[src/rtl/core/absmax_int8_group_quantizer_defines.svh]
// Assertion macros used by the group quantizer top level.
`ifndef ABSMAX_INT8_GROUP_QUANTIZER_DEFINES_SVH
`define ABSMAX_INT8_GROUP_QUANTIZER_DEFINES_SVH

// Same-cycle implication, checked on i_clk and masked while i_rst_n is low.
`define AGQ_ASSERT_IMP(lbl, ante, cons, msg) \
    lbl: assert property (@(posedge i_clk) disable iff (!i_rst_n) (ante) |-> (cons)) \
        else $error(msg);

// Next-cycle implication, checked on i_clk and masked while i_rst_n is low.
`define AGQ_ASSERT_NXT(lbl, ante, cons, msg) \
    lbl: assert property (@(posedge i_clk) disable iff (!i_rst_n) (ante) |=> (cons)) \
        else $error(msg);

`endif

[src/rtl/core/agq_pkg.sv]
// Types and constants of the absmax int8 group quantizer.
package agq_pkg;

    localparam int ValueBitsDef = 32;
    localparam int AmaxW        = 32;
    localparam int RecipW       = 48;
    localparam int RecipNumW    = 47;
    localparam int RecipHalfW   = 24;
    localparam int RoundPos     = 39;

    localparam logic [AmaxW-1:0]     OneRaw    = 32'd65536;
    localparam logic [RecipNumW-1:0] RecipNum  = 47'd127 << 40;
    localparam logic [RecipW-1:0]    RecipOne  = 48'd127 << 24;
    localparam logic [6:0]           QMax      = 7'd127;

    localparam logic KindScan  = 1'b0;
    localparam logic KindQuant = 1'b1;

    typedef enum logic [2:0] {
        ST_IDLE,
        ST_MUL_LO,
        ST_MUL_HI,
        ST_DIV,
        ST_EMIT
    } t_state;

endpackage

[src/rtl/core/agq_div.sv]
// Restoring divider that forms the group reciprocal, one quotient bit per cycle.
module agq_div
    import agq_pkg::*;
(
    input  logic                 i_clk,
    input  logic                 i_rst_n,
    input  logic                 i_start,
    input  logic [AmaxW-1:0]     i_divisor,
    output logic                 o_busy,
    output logic                 o_done,
    output logic [RecipNumW-1:0] o_quot
);

    localparam int CntW = $clog2(RecipNumW);

    logic                 r_busy;
    logic                 r_done;
    logic [CntW-1:0]      r_cnt;
    logic [AmaxW-1:0]     r_div;
    logic [AmaxW-1:0]     r_rem;
    logic [RecipNumW-1:0] r_quot;

    logic [AmaxW:0]       trial;
    logic [AmaxW+1:0]     diff;
    logic                 ge;

    always_comb begin
        trial = {r_rem, RecipNum[r_cnt]};
        diff  = {1'b0, trial} - {2'b00, r_div};
        ge    = !diff[AmaxW+1];
    end

    always_ff @(posedge i_clk) begin
        if (!i_rst_n) begin
            r_busy <= 1'b0;
            r_done <= 1'b0;
        end else begin
            r_done <= r_busy && (r_cnt == '0);
            if (i_start) begin
                r_busy <= 1'b1;
            end else if (r_busy && (r_cnt == '0)) begin
                r_busy <= 1'b0;
            end
        end
    end

    always_ff @(posedge i_clk) begin
        if (i_start) begin
            r_cnt  <= CntW'(RecipNumW - 1);
            r_div  <= i_divisor;
            r_rem  <= '0;
            r_quot <= '0;
        end else if (r_busy) begin
            r_cnt  <= r_cnt - 1'b1;
            r_rem  <= ge ? diff[AmaxW-1:0] : trial[AmaxW-1:0];
            r_quot <= {r_quot[RecipNumW-2:0], ge};
        end
    end

    assign o_busy = r_busy;
    assign o_done = r_done;
    assign o_quot = r_quot;

endmodule

[src/rtl/core/absmax_int8_group_quantizer.sv]
// Top level of the symmetric absmax int8 group quantizer.
//
//   Channel   Direction  Handshake           Beat
//   input     in         i_valid / o_stall   i_kind, i_sample, i_last
//   output    out        o_valid / i_stall   o_quant, o_group_max, o_is_scale
//
// A scan beat that does not close a group only updates the running maximum; the controller stays idle.
// A quantize beat passes through ST_MUL_LO, ST_MUL_HI and ST_EMIT; one 32 by 24 bit multiplier is used twice.
// A closing scan beat waits in ST_DIV for the bit-serial reciprocal divider.
// The result sits in an output register, so a new beat is taken while it waits.
// Reset is synchronous; the group maximum clears and the reciprocal returns to that of 1.0.
`include "absmax_int8_group_quantizer_defines.svh"

module absmax_int8_group_quantizer
    import agq_pkg::*;
#(
    parameter int VALUE_BITS = ValueBitsDef
) (
    input  logic               i_clk,
    input  logic               i_rst_n,
    input  logic               i_valid,
    output logic               o_stall,
    input  logic               i_kind,
    input  logic signed [31:0] i_sample,
    input  logic               i_last,
    output logic               o_valid,
    input  logic               i_stall,
    output logic signed [7:0]  o_quant,
    output logic [AmaxW-1:0]   o_group_max,
    output logic               o_is_scale
);

    localparam int ProdW = VALUE_BITS + RecipHalfW;
    localparam int SumW  = ProdW + 1;

    t_state r_state;
    t_state n_state;

    logic [VALUE_BITS-1:0] r_run_max;
    logic [RecipW-1:0]     r_recip;
    logic [VALUE_BITS-1:0] r_mag;
    logic                  r_neg;
    logic                  r_is_scale;
    logic [AmaxW-1:0]      r_amax;
    logic [SumW-1:0]       r_part;
    logic signed [7:0]     r_res_quant;
    logic                  r_o_valid;
    logic signed [7:0]     r_o_quant;
    logic [AmaxW-1:0]      r_o_group_max;
    logic                  r_o_is_scale;

    logic [VALUE_BITS-1:0] raw;
    logic                  neg;
    logic [VALUE_BITS-1:0] mag;
    logic [VALUE_BITS-1:0] new_max;
    logic [AmaxW-1:0]      amax;
    logic [RecipHalfW-1:0] mul_b;
    logic [ProdW-1:0]      prod;
    logic [SumW-1:0]       sum;
    logic                  sat;
    logic [6:0]            q_mag;
    logic signed [7:0]     q_signed;
    logic                  in_acc;
    logic                  div_start;
    logic                  out_load;
    logic                  div_busy;
    logic                  div_done;
    logic [RecipNumW-1:0]  div_quot;

    always_comb begin
        raw     = i_sample[VALUE_BITS-1:0];
        neg     = raw[VALUE_BITS-1];
        mag     = neg ? (~raw + 1'b1) : raw;
        new_max = (mag > r_run_max) ? mag : r_run_max;
        amax    = (new_max == '0) ? OneRaw : AmaxW'(new_max);
    end

    always_comb begin
        mul_b    = (r_state == ST_MUL_LO) ? r_recip[RecipHalfW-1:0]
                                          : r_recip[RecipW-1:RecipHalfW];
        prod     = r_mag * mul_b;
        sum      = SumW'(prod) + SumW'(r_part >> RecipHalfW);
        sat      = |sum[SumW-1:23];
        q_mag    = sat ? QMax : sum[22:16];
        q_signed = r_neg ? -$signed({1'b0, q_mag}) : $signed({1'b0, q_mag});
    end

    agq_div u_div (
        .i_clk     (i_clk),
        .i_rst_n   (i_rst_n),
        .i_start   (div_start),
        .i_divisor (amax),
        .o_busy    (div_busy),
        .o_done    (div_done),
        .o_quot    (div_quot)
    );

    always_comb begin
        n_state = r_state;
        unique case (r_state)
            ST_IDLE: begin
                if (in_acc) begin
                    if (i_kind == KindQuant) begin
                        n_state = ST_MUL_LO;
                    end else if (i_last) begin
                        n_state = ST_DIV;
                    end
                end
            end
            ST_MUL_LO: begin
                n_state = ST_MUL_HI;
            end
            ST_MUL_HI: begin
                n_state = ST_EMIT;
            end
            ST_DIV: begin
                if (div_done) begin
                    n_state = ST_EMIT;
                end
            end
            ST_EMIT: begin
                if (out_load) begin
                    n_state = ST_IDLE;
                end
            end
            default: begin
                n_state = ST_IDLE;
            end
        endcase
    end

    always_comb begin
        in_acc    = i_valid && (r_state == ST_IDLE);
        div_start = in_acc && (i_kind == KindScan) && i_last;
        out_load  = (r_state == ST_EMIT) && (!r_o_valid || !i_stall);
    end

    always_ff @(posedge i_clk) begin
        if (!i_rst_n) begin
            r_state   <= ST_IDLE;
            r_run_max <= '0;
            r_recip   <= RecipOne;
            r_o_valid <= 1'b0;
        end else begin
            r_state <= n_state;
            if (in_acc && (i_kind == KindScan)) begin
                r_run_max <= i_last ? '0 : new_max;
            end
            if ((r_state == ST_DIV) && div_done) begin
                r_recip <= RecipW'(div_quot);
            end
            r_o_valid <= out_load || (r_o_valid && i_stall);
        end
    end

    always_ff @(posedge i_clk) begin
        if (in_acc) begin
            r_mag      <= mag;
            r_neg      <= neg;
            r_is_scale <= (i_kind == KindScan);
            r_amax     <= amax;
        end
        if (r_state == ST_MUL_LO) begin
            r_part <= SumW'(prod) + (SumW'(1) << RoundPos);
        end
        if (r_state == ST_MUL_HI) begin
            r_res_quant <= q_signed;
        end
        if (out_load) begin
            r_o_quant     <= r_is_scale ? '0 : r_res_quant;
            r_o_group_max <= r_is_scale ? r_amax : '0;
            r_o_is_scale  <= r_is_scale;
        end
    end

    assign o_stall     = (r_state != ST_IDLE);
    assign o_valid     = r_o_valid;
    assign o_quant     = r_o_quant;
    assign o_group_max = r_o_group_max;
    assign o_is_scale  = r_o_is_scale;

    `AGQ_ASSERT_IMP(a_scale_beat_shape, r_o_valid && r_o_is_scale,
        r_o_quant == '0 && r_o_group_max != '0, "Scale beat carries a quantized value.")
    `AGQ_ASSERT_IMP(a_quant_beat_shape, r_o_valid && !r_o_is_scale,
        r_o_quant != 8'sh80 && r_o_group_max == '0, "Quantized beat out of range.")
    `AGQ_ASSERT_IMP(a_div_owned, r_state != ST_DIV, !div_busy,
        "Divider busy outside the division state.")
    `AGQ_ASSERT_NXT(a_max_cleared, div_start, r_run_max == '0,
        "Group maximum not cleared at the close of a group.")
    `AGQ_ASSERT_IMP(a_recip_nonzero, r_state == ST_MUL_LO, r_recip != '0,
        "Reciprocal is zero during quantization.")

endmodule
[config.mk]
export PLATFORM = sky130hd
export DESIGN_NAME = absmax_int8_group_quantizer
export DESIGN_NICKNAME = d
export VERILOG_FILES = /design/src/rtl/core/agq_pkg.sv /design/src/rtl/core/agq_div.sv /design/src/rtl/core/absmax_int8_group_quantizer.sv
export VERILOG_INCLUDE_DIRS = /design/src /design/src/rtl/core
export SDC_FILE = /design/constraint.sdc
export NUM_CORES = 2
export LEC_CHECK = 0
export BUFFER_PORTS_ARGS = -buffer_cell sky130_fd_sc_hd__buf_2
export CAP_MARGIN = 20
export CORE_MARGIN = 3
export CORE_UTILIZATION = 55
export CTS_BUF_LIST = sky130_fd_sc_hd__clkbuf_8
export DETAILED_ROUTE_END_ITERATION = 16
export PLACE_DENSITY = 0.74
export REMOVE_ABC_BUFFERS = 1
export SLEW_MARGIN = 25
export SYNTH_ARGS = -nofsm -noshare
export SYNTH_HDL_FRONTEND = slang
export SYNTH_SLANG_ARGS = --single-unit
[constraint.sdc]
create_clock -name i_clk -period 13.1 [get_ports i_clk]
set_input_delay 0 -clock i_clk [delete_from_list [all_inputs] [get_ports i_clk]]
set_output_delay 0 -clock i_clk [all_outputs]
set_load 0.01 [all_outputs]
==> results by group <==
Timing
  – TNS Setup: 0 ns
  – Fmax achieved: 81.5 MHz
  – Slew Limit Fails: 0
  – Slew @ Worst Pin: 1.11 ns
  – Final worst path period share: 0.936
  – RSZ-0062 raised after global routing: false
  – Slew HR: 0.254
  – Setup slack after layout: 0.834 ns
  – Final setup fails: 0
  – Final Critical Period: 12.27 ns
  – Post-Route Skew: 0.0597 ns
  – Fin. Hold Viols: 0
  – Hold slack: 0.173 ns

Die
  – Die width: 289 um
  – Initial core utilization: 0.557
  – Io pins: 81
  – Core Box Area: 79100 um2
  – Die Footprint: 83600 um2
  – Std-Cell Rows: 103
  – DIE HEIGHT: 289 um

Placement
  – Placed wire-length estimate: 88800 um
  – Post-Place Worst Slack: 0.402 ns
  – Gpl congestion: 0.950
  – Port Buffers: 80
  – Dpl cells: 5734

Worst setup path
  – WP buf/inv: 9
  – Worst Path Required: 13.53 ns
  – CP Data Arrival Time: 12.69 ns
  – Worst setup EP type: flip-flop
  – Critical Path Max Stage Delay: 0.58 ns
  – Crit start category: flip-flop
  – CP dominant cell by count: fa_1
  – Max FO, Critical Path: 40
  – Worst path slowest cell: fa_1
  – WS Path Type: flip-flop to flip-flop
  – Kind of cell adding the most delay to the critical path: adder cells

Final layout
  – Register area: 8830 um2
  – Multi-input gate area: 31300 um2
  – Synth-to-layout area growth: 7.25%
  – Layout Nets: 5775
  – Layout fillers: 6783
  – Most common cell after layout, fill and taps aside: inv_1
  – Proportion of layout cells with a drive suffix above 1: 0.0749
  – Final non-filler cell total: 5902
  – Commonest non-fill, non-tap cells in the layout: inv_1, fa_1, nand2_1, and2_1, ha_1

Synth
  – Instance count of the mapped netlist: 4771
  – Sequential share of the synthesized area: 0.200
  – Synth async-reset ratio: 0
  – Synth Flop Type: edfxtp_1
  – Post-synth EDFFs: 180
  – Synth area leaders: fa_1, edfxtp_1, ha_1
  – Ys Warns: 0
  – Post-Synthesis Mean Instance Area: 9.24 um2
  – Area share of the largest cell type after synthesis: 0.299
  – Post-Synthesis Cell Area: 44100 um2
  – #FFs+latches synth: 351
  – Synth area leader: fa_1
  – Unique masters post-synth: 99

Run status
  – Status: finished clean

Global routing
  – Antenna violations before repair: 9
  – Pin count of the biggest net entering global routing: 86
  – GR Overflow Total: 0
  – GRT Total Usage: 0.283
  – First-pass GRT wire length: 186000 um
  – Number of global-route vias before repair: 34900

Routing
  – Remaining antenna violation count: 0
  – Detailed Route Iter0 Violations: 2671
  – DRT Wirelength: 115000 um
  – Via count: 33700
  – DR WL/cell: 19.5 um
  – DR pass1 iterations: 7
  – Post-route DRC: 0
  – Vias/cell: 5.70

Clock tree
  – Clock transition at path regs: 0.06 ns
  – Clk_lat worst skew: 0.69 ns
  – Root Driver: clkbuf_8
  – CTS H-Tree Depth: 2
  – CTS tree: done
  – Clock buffer depth: 3
  – CTS sink count: 351
  – Total CTS buffers: 59

Flow run
  – Max-Cap Viols: 0

Min path
  – HP Class: primary input to flip-flop
stage by stage:
| step | utilization | cell area (um2) |
|---|---|---|
| floorplan | - | 43200 |
| global placement | 0.575 | 45500 |
| detailed placement | 0.575 | 45500 |
| CTS | 0.597 | 47200 |
| global route | 0.597 | 47300 |
| finish | 0.597 | 47300 |
kinds of logic after synthesis:
| group | share of synthesized area |
|---|---|
| buffers and inverters | 0.0906 |
| AND/OR/NAND/NOR | 0.182 |
| adder cells (fa/ha/maj) | 0.379 |
| XOR/XNOR | 0.0254 |
| multiplexers | 0.0298 |
| flip-flops | 0.200 |
| AO/OA/AOI/OAI | 0.0924 |
worst paths after layout:
check                           cells after the start  slack, ns       startpoint        endpoint
worst max-delay path                               45       0.83       r_state[0]  r_res_quant[6]
worst min-delay path                                4       0.17          i_stall         o_valid
worst max register to register                     45       0.83       r_state[0]  r_res_quant[6]
worst min register to register                      2       0.44  u_div.o_quot[7]      r_recip[7]
cell usage after synthesis (all sizes together), types with 54 or more instances:
cell type,number
a21boi,54
a21oi,160
and2,343
clkbuf,216
dfxtp,171
edfxtp,180
fa,659
ha,282
inv,827
mux2,57
mux2i,67
nand2,588
nor2,183
nor2b,154
o21ai,108
xnor2,92
layer usage:
metal / share of wire / up-vias / track usage
li1: - / 15200 / -
met1: 0.40 / 16900 / 0.372
met5: 0.00011 / - / 0
met3: 0.069 / 305 / 0.0350
met4: 0.045 / 2 / 0.114
met2: 0.48 / 1231 / 0.478
area by class of cell:
class / instances / area share
timing repair buffer: 195 / 0.0297
sequential: 351 / 0.187
clock inverter: 41 / 0.00649
tap: 1050 / 0.0278
multi-input combinational: 3362 / 0.663
clock buffer: 69 / 0.0201
antenna: 7 / 0.000371
inverter: 827 / 0.0657
repair_timing:
| item | 4_1_cts | 5_1_grt |
|---|---|---|
| hold endpoints to repair | 77 | 0 |
| setup endpoints to repair | 0 | 4 |
| hold buffers | 48 | 0 |
| setup buffers | 0 | 3 |
| gates resized for setup | 0 | 6 |
flip-flops by register name, indices dropped and copies added, names as in the netlist:
register,flops
u_div.trial,1
u_div.r_cnt,6
r_is_scale,1
o_quant,8
r_mag,32
o_group_max,32
u_div.r_rem,32
u_div.o_quot,47
r_recip,47
o_valid,1
u_div.o_done,1
o_is_scale,1
r_neg,1
r_part,33
r_state,3
r_amax,32
r_res_quant,8
u_div.r_div,32
r_run_max,32
u_div.o_busy,1
tightest hold or removal path: stages:
cell and delay, ns:
dlygate4sd3_1 0.53, buf_2 0.15, nand2_1 0.05, a21boi_0 0.07
Power is left out: the tool's default activity adds up to more than one toggle a clock period on the data nets, which glitch-free logic cannot reach.
